### src/rtl/hmpq_pkg.sv
// Shared types for the max-heap priority queue: request and response
// payload structs and the status codes. No dependencies.
`default_nettype none

package hmpq_pkg;

  // Width of one stored key
  localparam int unsigned KeyW = 32;
  // Width of the reported entry count
  localparam int unsigned CountOutW = 7;

  // Request action codes
  typedef enum logic {
    ACT_INSERT  = 1'b0,
    ACT_EXTRACT = 1'b1
  } action_e;

  // Response status codes
  typedef enum logic [1:0] {
    ST_OK    = 2'd0,
    ST_FULL  = 2'd1,
    ST_EMPTY = 2'd2
  } status_e;

  // One input request
  typedef struct packed {
    action_e                  action;
    logic signed [KeyW-1:0]   key_value;
  } req_t;

  // One response
  typedef struct packed {
    logic signed [KeyW-1:0]   out_value;
    status_e                  status;
    logic [CountOutW-1:0]     count_after;
  } rsp_t;

endpackage

`default_nettype wire

### src/rtl/hmpq_ram.sv
// Heap key store: one write port and two read ports, read data registered.
// Depends on hmpq_pkg for the key width.
`default_nettype none

module hmpq_ram #(
  parameter int unsigned DEPTH = 64,
  parameter int unsigned AW    = 6
) (
  input  wire logic                             clk_i,
  input  wire logic                             we_i,
  input  wire logic [AW-1:0]                    waddr_i,
  input  wire logic signed [hmpq_pkg::KeyW-1:0] wdata_i,
  input  wire logic [AW-1:0]                    raddr_a_i,
  input  wire logic [AW-1:0]                    raddr_b_i,
  output logic signed [hmpq_pkg::KeyW-1:0]      rdata_a_o,
  output logic signed [hmpq_pkg::KeyW-1:0]      rdata_b_o
);

  logic [hmpq_pkg::KeyW-1:0] mem_q [DEPTH];

  // Write one entry
  always_ff @(posedge clk_i) begin
    if (we_i) begin
      mem_q[waddr_i] <= wdata_i;
    end
  end

  // Read two entries into registered outputs
  always_ff @(posedge clk_i) begin
    rdata_a_o <= mem_q[raddr_a_i];
    rdata_b_o <= mem_q[raddr_b_i];
  end

endmodule

`default_nettype wire

### src/rtl/max_heap_priority_queue_unit.sv
// Binary max-heap priority queue over a one-based key store in a RAM.
// Rejects go straight to the response. An insert climbs level by level and
// stops below a parent that is not smaller; an extract of the last key skips
// the sift down, else the moved key sinks level by level.
// One request at a time: the next can be accepted as soon as the response is valid.
// Reset clears the entry count and control; the store is not cleared.
`default_nettype none

module max_heap_priority_queue_unit #(
  parameter int unsigned CAPACITY = 64
) (
  input  wire logic             clk_i,
  input  wire logic             rst_ni,
  input  wire logic             in_valid_i,
  output logic                  in_ready_o,
  input  wire hmpq_pkg::req_t   in_req_i,
  output logic                  out_valid_o,
  input  wire logic             out_ready_i,
  output hmpq_pkg::rsp_t        out_rsp_o
);

  localparam int unsigned CW = $clog2(CAPACITY + 1);
  localparam int unsigned AW = $clog2(CAPACITY);

  typedef enum logic [6:0] {
    S_IDLE    = 7'b0000001,
    S_UP_RD   = 7'b0000010,
    S_UP_CMP  = 7'b0000100,
    S_DN_LOAD = 7'b0001000,
    S_DN_RD   = 7'b0010000,
    S_DN_CMP  = 7'b0100000,
    S_FINISH  = 7'b1000000
  } state_e;

  state_e                             state_q, state_d;
  logic [CW-1:0]                      count_q, count_d;
  logic [CW-1:0]                      pos_q, pos_d;
  logic signed [hmpq_pkg::KeyW-1:0]   val_q, val_d;
  logic signed [hmpq_pkg::KeyW-1:0]   res_value_q, res_value_d;
  hmpq_pkg::status_e                  res_status_q, res_status_d;
  logic                               out_valid_q, out_valid_d;
  hmpq_pkg::rsp_t                     out_q, out_d;

  logic                               we;
  logic [AW-1:0]                      waddr;
  logic signed [hmpq_pkg::KeyW-1:0]   wdata;
  logic [AW-1:0]                      raddr_a, raddr_b;
  logic signed [hmpq_pkg::KeyW-1:0]   rdata_a, rdata_b;

  logic [CW:0]                        left_pos;
  logic [CW:0]                        count_ext;
  logic                               left_ok, right_ok;
  logic                               take_left, take_right;
  logic signed [hmpq_pkg::KeyW-1:0]   left_best;

  // Map a one-based position to a store index
  function automatic logic [AW-1:0] pos2idx(input logic [CW:0] p);
    logic [CW:0] diff;
    diff = p - (CW+1)'(1);
    return diff[AW-1:0];
  endfunction

  hmpq_ram #(
    .DEPTH (CAPACITY),
    .AW    (AW)
  ) u_ram (
    .clk_i     (clk_i),
    .we_i      (we),
    .waddr_i   (waddr),
    .wdata_i   (wdata),
    .raddr_a_i (raddr_a),
    .raddr_b_i (raddr_b),
    .rdata_a_o (rdata_a),
    .rdata_b_o (rdata_b)
  );

  // Child selection for sift down: left wins ties, strict compare only
  assign left_pos   = {pos_q, 1'b0};
  assign count_ext  = {1'b0, count_q};
  assign left_ok    = (left_pos <= count_ext);
  assign right_ok   = ((left_pos + (CW+1)'(1)) <= count_ext);
  assign take_left  = left_ok && (rdata_a > val_q);
  assign left_best  = take_left ? rdata_a : val_q;
  assign take_right = right_ok && (rdata_b > left_best);

  assign in_ready_o  = (state_q == S_IDLE);
  assign out_valid_o = out_valid_q;
  assign out_rsp_o   = out_q;

  // Sequencer: read, compare, move the hole, write back
  always_comb begin
    state_d      = state_q;
    count_d      = count_q;
    pos_d        = pos_q;
    val_d        = val_q;
    res_value_d  = res_value_q;
    res_status_d = res_status_q;
    out_valid_d  = out_valid_q;
    out_d        = out_q;
    we           = 1'b0;
    waddr        = pos2idx({1'b0, pos_q});
    wdata        = val_q;
    raddr_a      = pos2idx({2'b0, pos_q[CW-1:1]});
    raddr_b      = pos2idx({1'b0, count_q});

    // Drop a response once taken
    if (out_valid_q && out_ready_i) begin
      out_valid_d = 1'b0;
    end

    case (state_q)
      S_IDLE: begin
        raddr_a = pos2idx((CW+1)'(1));
        raddr_b = pos2idx({1'b0, count_q});
        if (in_valid_i) begin
          res_value_d  = '0;
          res_status_d = hmpq_pkg::ST_OK;
          if (in_req_i.action == hmpq_pkg::ACT_INSERT) begin
            if (count_q == CW'(CAPACITY)) begin
              res_status_d = hmpq_pkg::ST_FULL;
              state_d      = S_FINISH;
            end else begin
              count_d = count_q + CW'(1);
              pos_d   = count_q + CW'(1);
              val_d   = in_req_i.key_value;
              state_d = S_UP_RD;
            end
          end else begin
            if (count_q == '0) begin
              res_status_d = hmpq_pkg::ST_EMPTY;
              state_d      = S_FINISH;
            end else begin
              state_d = S_DN_LOAD;
            end
          end
        end
      end

      S_UP_RD: begin
        if (pos_q == CW'(1)) begin
          we      = 1'b1;
          state_d = S_FINISH;
        end else begin
          state_d = S_UP_CMP;
        end
      end

      S_UP_CMP: begin
        we = 1'b1;
        if (val_q > rdata_a) begin
          wdata   = rdata_a;
          pos_d   = {1'b0, pos_q[CW-1:1]};
          state_d = S_UP_RD;
        end else begin
          state_d = S_FINISH;
        end
      end

      S_DN_LOAD: begin
        res_value_d = rdata_a;
        val_d       = rdata_b;
        count_d     = count_q - CW'(1);
        pos_d       = CW'(1);
        if (count_q == CW'(1)) begin
          state_d = S_FINISH;
        end else begin
          state_d = S_DN_RD;
        end
      end

      S_DN_RD: begin
        raddr_a = pos2idx(left_pos);
        raddr_b = left_pos[AW-1:0];
        if (!left_ok) begin
          we      = 1'b1;
          state_d = S_FINISH;
        end else begin
          state_d = S_DN_CMP;
        end
      end

      S_DN_CMP: begin
        we = 1'b1;
        if (take_right) begin
          wdata   = rdata_b;
          pos_d   = left_pos[CW-1:0] + CW'(1);
          state_d = S_DN_RD;
        end else if (take_left) begin
          wdata   = rdata_a;
          pos_d   = left_pos[CW-1:0];
          state_d = S_DN_RD;
        end else begin
          state_d = S_FINISH;
        end
      end

      S_FINISH: begin
        // Hold until the output register is free
        if (!out_valid_q || out_ready_i) begin
          out_d.out_value   = res_value_q;
          out_d.status      = res_status_q;
          out_d.count_after = hmpq_pkg::CountOutW'(count_q);
          out_valid_d       = 1'b1;
          state_d           = S_IDLE;
        end
      end

      default: begin
        state_d = S_IDLE;
      end
    endcase
  end

  // Control registers
  always_ff @(posedge clk_i or negedge rst_ni) begin
    if (!rst_ni) begin
      state_q     <= S_IDLE;
      count_q     <= '0;
      out_valid_q <= 1'b0;
    end else begin
      state_q     <= state_d;
      count_q     <= count_d;
      out_valid_q <= out_valid_d;
    end
  end

  // Datapath registers
  always_ff @(posedge clk_i) begin
    pos_q        <= pos_d;
    val_q        <= val_d;
    res_value_q  <= res_value_d;
    res_status_q <= res_status_d;
    out_q        <= out_d;
  end

endmodule

`default_nettype wire

### config.mk
export PLATFORM = sky130hd
export DESIGN_NAME = max_heap_priority_queue_unit
export DESIGN_NICKNAME = d
export VERILOG_FILES = /design/src/rtl/hmpq_pkg.sv /design/src/rtl/hmpq_ram.sv /design/src/rtl/max_heap_priority_queue_unit.sv
export SDC_FILE = /design/constraint.sdc
export NUM_CORES = 2
export LEC_CHECK = 0
export ABC_CLOCK_PERIOD_IN_PS = 9600
export BUFFER_PORTS_ARGS = -buffer_cell sky130_fd_sc_hd__buf_2
export CELL_PAD_IN_SITES_DETAIL_PLACEMENT = 0
export CELL_PAD_IN_SITES_GLOBAL_PLACEMENT = 1
export CORE_ASPECT_RATIO = 0.7
export CORE_MARGIN = 3
export CORE_UTILIZATION = 30
export CTS_CLUSTER_DIAMETER = 200
export DETAILED_ROUTE_END_ITERATION = 8
export GPL_ROUTABILITY_DRIVEN = 0
export PLACE_DENSITY = 0.55
export SETUP_SLACK_MARGIN = 0.4
export SLEW_MARGIN = 20
export SYNTH_ARGS = -nofsm -noshare
export SYNTH_HDL_FRONTEND = slang
export SYNTH_SLANG_ARGS = --single-unit
### constraint.sdc
create_clock -name clk_i -period 9.6 [get_ports clk_i]
set_clock_uncertainty 0.15 [all_clocks]
set_input_delay 1.44 -clock clk_i [delete_from_list [all_inputs] [get_ports clk_i]]
set_output_delay 1.44 -clock clk_i [all_outputs]
set_load 0.03 [all_outputs]
# After elaboration in Yosys (flattened, before gate mapping)
# Memory sizes are Yosys's and may differ from the RTL's. A register that Yosys moved wholly into a read port is not among the register bits.
# Cells that the tools add are included.
# word_totals
in_bits	37
word_cells	98
out_inout_bits	43
register_bits	129
n_memories	1
mem_bits_rw	2048
# classes
addsub	8
muxes	43
n_reduce_logical	15
n_lt_le_gt_ge	5
n_eq_ne	16
# mem_list
memory	words	width	rd	rd_ports_with_merged_regs	write_ports	line	rtl
u_ram.mem_q	64	32	2	2	1	hmpq_ram.sv:19	logic [hmpq_pkg::KeyW-1:0] mem_q [DEPTH];
# ops
operator	n
2-to-1 mux 32 bit	7
case mux 32 bit (2 select lines)	3
2-to-1 mux 7 bit	17
greater-than comparator 32 bit	3
case mux 7 bit (7 select lines)	1
case mux 7 bit (4 select lines)	1
subtractor 6 x 1 -> 6 bit (second input constant)	4
equality test 7 x 1 -> 1 bit (second input constant)	3
less-or-equal comparator 8 x 7 -> 1 bit	2
adder 7 x 1 -> 7 bit (second input constant)	2
equality test 7 bit (second input constant)	2
case mux 7 bit (2 select lines)	1
case mux 6 bit (2 select lines)	1
!= test 2 bit (second input constant)	5
adder 8 x 1 -> 8 bit (second input constant)	1
2-to-1 mux 1 bit	8
AND reduction 2 bit	4
equality test 7 x 2 -> 1 bit (second input constant)	1
equality test 7 x 3 -> 1 bit (second input constant)	1
equality test 7 x 4 -> 1 bit (second input constant)	1
equality test 7 x 5 -> 1 bit (second input constant)	1
equality test 7 x 6 -> 1 bit (second input constant)	1
zero test 7 bit	1
subtractor 7 x 1 -> 7 bit (second input constant)	1
other kinds (12)	15

# Depth between registers and ports, before layout
# depth
ltp_word	7
depth_mapped	22
ltp_nobuf	19

# Cells and area by module
# From an unflattened synthesis, not the netlist that was laid out.
# hier_totals
hier_cells	5245
area_unflattened_um2	104022.3
# by_module_without_submodules
module	cells_each	area_each_um2	instances	seq_area_each_um2
hmpq_ram	4412	95660.5	1	62780.2
max_heap_priority_queue_unit	833	8361.8	1	3799.9

# Worst setup path before layout
# OpenSTA, ideal clock, no wires.
# synth_timing
path_kind	register -> register
start	register val_q[1] in the netlist's numbering
end	memory u_ram.mem_q[0][10] in the netlist's numbering (data pin)
path_slack_ns	2.891
required_ns	8.908
n_path_buf	3
arrival_time_ns	6.017
stages_incl_launch_ff	21
setup_ns	0.542
period_less_slack_ns	6.709
cell_sequence	edfxtp_1 > ha_1 > nor2b_1 > o211ai_1 > a2111oi_0 > o31ai_1 > mux2i_1 > nand2b_1 > clkbuf_1 > buf_2 > mux2i_1 > ha_1 > a21o_1 > a21o_1 > a221oi_1 > o211ai_1 > a211oi_1 > xnor2_1 > o21ai_1 > clkbuf_1 > o211ai_1
# synth_via
elab_chain_len	7
word_cells_on_any_way	9
classes_between	3 x order compare; 4 x mux; 2 x reduce/logical
# synth_lines
item	line	rtl
start: declaration	max_heap_priority_queue_unit.sv:38	logic signed [hmpq_pkg::KeyW-1:0] val_q, val_d;
start signal: assignment	max_heap_priority_queue_unit.sv:230	val_q <= val_d;
greater-than comparator 32 bit	max_heap_priority_queue_unit.sv:82	assign take_left = left_ok && (rdata_a > val_q);
logical AND 1 bit	max_heap_priority_queue_unit.sv:82	
2-to-1 mux 32 bit	max_heap_priority_queue_unit.sv:83, max_heap_priority_queue_unit.sv:188	
greater-than comparator 32 bit	max_heap_priority_queue_unit.sv:84	assign take_right = right_ok && (rdata_b > left_best);
logical AND 1 bit	max_heap_priority_queue_unit.sv:84	
2-to-1 mux 32 bit	max_heap_priority_queue_unit.sv:184	if (take_right) begin
case mux 32 bit (2 select lines) (*)	max_heap_priority_queue_unit.sv:111	case (state_q)
net u_ram.wdata_i, one bit	hmpq_ram.sv:12	input wire logic signed [hmpq_pkg::KeyW-1:0] wdata_i,
end: declaration	hmpq_ram.sv:19	
# The timed path passes the listed nets; every way through them passes the cells marked *.

# Worst setup path in the final report
# layout_timing
start	register val_q[1] in the netlist's numbering
end	memory u_ram.mem_q[48][16] in the netlist's numbering (data pin)
# Same word-level chain as after synthesis.

==> impl_metrics.tcl <==
set metrics [dict create \
    run_status "finished clean" \
    final-setup-viol-count 0 \
    worst_slack_ns 2.25 \
    rsz_0062_raised_after_global_routing "false" \
    syn-num-nets 9820 \
    finalCriticalPeriod_ns 7.35 \
    p_per_area_nw_per_um2 423 \
    finalCritPeriodShare 0.765 \
    clkTransAtPathRegs_ns 0.07 \
    cts_max_path_buffers 4 \
    cts.sink_count 2241 \
    fin_tns_setup_ns 0 \
    min_path_type "register to register" \
    clock_tree.root_cell "sky130_fd_sc_hd__clkbuf_16" \
    final_layout_size_suffix_gt1_frac 0.117 \
    maximum_number_of_pins_on_one_net_before_global_route_repair 158 \
    cts_hold_buf 0 \
    routed_wire_length_per_instance_um 36.2 \
    die_w_um 721 \
    worst_path_required_ns 10.02 \
    synth.yosys.seq_area_share 0.621 \
    numPortBuffers 79 \
    cts_buffers 245 \
    syn_avg_cell_area_um2 11.1 \
    crit_path_cell_trace "ha_1 > nor2b_1 > o211ai_1 > a2111oi_0 > o31ai_1 > mux2i_1 > nand2b_2 > buf_4 > mux2i_1 > ha_1 > a21o_1 > a21o_1 > a221oi_1 > o211ai_1 > a211oi_1 > xnor2_1 > o21ai_2 > buf_4 > o211ai_1 > buf_4" \
    clock.fmax_ghz 0.136 \
    worst_relative_slew_slack 0.0721 \
    grt_pass1_vias 79200 \
    wire_length_of_the_first_global_routing_pass_um 707000 \
    tritoncts_clock_tree "built" \
    cp_data_arrival_time_ns 7.77 \
    final-instance-count-excl-fill 14500 \
    die-height_um 506 \
    area_growth_pct 14.0 \
    leakage_nw 42.1 \
    critPathCaptureType "register" \
    postRouteAntennaNets 0 \
    via_count 87400 \
    place.detailed.hpwl_um 314000 \
    dp_cells 14100 \
    path_max_fanout 64 \
    drt_pre_antenna_iters 7 \
    synth_top_flop_cell "sky130_fd_sc_hd__edfxtp_1" \
    post_cts_setup_buffers 0 \
    pre_cts_slack_ns 2.39 \
    synthCells 9705 \
    fin_nets 9705 \
    detailed_route_drc_error_count 0 \
    drt-total-wl_um 526000 \
    clock_latency_of_the_later_clocked_register_in_the_worst_skew_pair_ns 0.96 \
    grt_overflow 0 \
    initial_core_util 0.302 \
    tightest_slew_ns 1.38 \
    grt_antenna_before_repair 49 \
    fp.dieArea_um2 365000 \
    htree_levels 4 \
    critical_path_slowest_stage_cell "sky130_fd_sc_hd__a2111oi_0" \
    netlist-cell-type-count 81 \
    mappedNetlistArea_um2 107000 \
    postCtsResizedCells 0 \
    ioPinCount 80 \
    worst_path_largest_cell_delay_ns 0.64 \
    max_cap_viol_count 0 \
    synth_seq_cells 2241 \
    finalMaxSlewViolations 0 \
    initialDrtViolationCount 14900 \
    power.ir.vdd_worst_v 0.000444 \
    globalRouteTotalUtil 0.278 \
    crit_path_launch_type "register" \
    placed_area_um2 114000 \
    num_rows 183 \
    timing.final.hold_violations 0 \
    core_region_area_um2 356000 \
    setup.worst_path.class "register to register" \
    synth_edf_count 2162 \
    layout.cell_area.non_filler_um2 122000 \
    post_drt_via_cell_ratio 6.01 \
    yosysWarnings 0 \
    async_reset_ff_frac 0.00669 \
]
[per-stage QoR]
step | hold WS [ns] | util | power, mW
floorplan | 0.250 | - | 27.3
global placement | 0.257 | 0.321 | 41.0
detailed placement | 0.255 | 0.322 | 41.0
CTS | 0.271 | 0.343 | 50.5
global route | 0.277 | 0.344 | 53.2
finish | 0.270 | 0.344 | 51.8
[final timing paths]
kind / startpoint / to / slack, ns / depth (start not counted)
setup / recovery: val_q[1] / u_ram.mem_q[48][16] / 2.25 / 20
hold / removal: res_status_q[0] / out_rsp_o[7] / 0.27 / 0
setup reg to reg: val_q[1] / u_ram.mem_q[48][16] / 2.25 / 20
hold reg to reg: res_status_q[0] / out_rsp_o[7] / 0.27 / 0
max in group asynchronous: rst_ni / state_q[0] / 8.64 / 1
min in group asynchronous: rst_ni / count_q[1] / 0.32 / 1
[per-layer routing]
| layer | global-route usage | vias up | part of all wire |
|---|---|---|---|
| li1 | - | 35700 | - |
| met1 | 0.402 | 44400 | 0.42 |
| met2 | 0.371 | 6398 | 0.39 |
| met3 | 0.124 | 835 | 0.16 |
| met4 | 0.0774 | 26 | 0.030 |
| met5 | 0 | - | 0.00034 |
[cell families (layout without fill, tap and decap cells)]
family          Yosys count  count (layout)  share of synthesized area
buf+inv                 801             880                     0.0303
simple gates           4613            4613                      0.186
fa+ha+maj                78              78                    0.00910
compound gates         1597            1597                     0.0933
xor+xnor                 27              27                    0.00220
flops                  2241            2241                      0.621
mux                     348             348                     0.0587
other cells               0              32                          0
[cell usage in the layout (no fill, tap or decap), drive strengths merged, types with 78 or more instances in the layout]
master | Yosys | final
o22ai | 185 | 185
nand3 | 578 | 578
mux4 | 221 | 221
nor3 | 184 | 184
o211ai | 110 | 110
o21ai | 270 | 270
and3 | 394 | 394
buf | 248 | 377
a21oi | 453 | 453
clkinv | 1 | 87
nor2 | 270 | 270
ha | 78 | 78
nand4 | 139 | 139
clkbuf | 492 | 319
nand2 | 2953 | 2953
mux2i | 86 | 86
edfxtp | 2162 | 2162
a31oi | 165 | 165
[flip-flops by register name (all words and copies together) (netlist names)]
| register | cells |
|---|---|
| u_ram.rdata_b_o | 32 |
| u_ram.mem_q | 2048 |
| out_rsp_o | 41 |
| out_valid_o | 1 |
| count_q | 7 |
| res_status_q | 2 |
| u_ram.rdata_a_o | 32 |
| pos_q | 7 |
| val_q | 32 |
| res_value_q | 32 |
| state_q | 7 |
[final cells by class]
type                    instances  area [um^2]
clock buffers                 318         6570
inverters                      61          229
repair buffers                378         3250
fillers                     34800       233000
well taps                    4717         5900
clock inverters               123         1200
multi-input cells            6663        38600
diodes                         32         80.1
flip-flops and latches       2241        66600
[synthesized netlist by cell type (110+ instances only)]
cell type / number / area share
sky130_fd_sc_hd__nand4_1: 139 / 0.0081
sky130_fd_sc_hd__nor3_1: 181 / 0.0084
sky130_fd_sc_hd__o211ai_1: 110 / 0.0077
sky130_fd_sc_hd__o21ai_0: 229 / 0.011
sky130_fd_sc_hd__nand3_1: 578 / 0.027
sky130_fd_sc_hd__clkbuf_1: 492 / 0.017
sky130_fd_sc_hd__mux4_2: 221 / 0.046
sky130_fd_sc_hd__nand2_1: 2952 / 0.10
sky130_fd_sc_hd__buf_2: 168 / 0.0078
sky130_fd_sc_hd__a21oi_1: 452 / 0.021
sky130_fd_sc_hd__edfxtp_1: 2162 / 0.61
sky130_fd_sc_hd__a31oi_1: 165 / 0.0096
sky130_fd_sc_hd__o22ai_1: 185 / 0.011
sky130_fd_sc_hd__and3_1: 394 / 0.023
sky130_fd_sc_hd__nor2_1: 270 / 0.0094
[report_power, final]
part	switching [mW]	total (mW)	leakage (nW)	internal, mW
clock	4.18	9.55	3.79	5.37
combinational	22.4	29.7	18.1	7.26
sequential	0.390	12.5	20.2	12.1
[worst max-delay path, delay by kind of cell (launching register included)]
family                   cells  cell delay [ns]
AO/OA/AOI/OAI               10             2.59
XOR/XNOR                     1             0.28
adder cells (fa/ha/maj)      2             0.61
buffers and inverters        3             1.32
flip-flops                   1             0.43
multiplexers                 2             0.73
AND/OR/NAND/NOR              2             0.72
(Power assumes the default switching activity.)
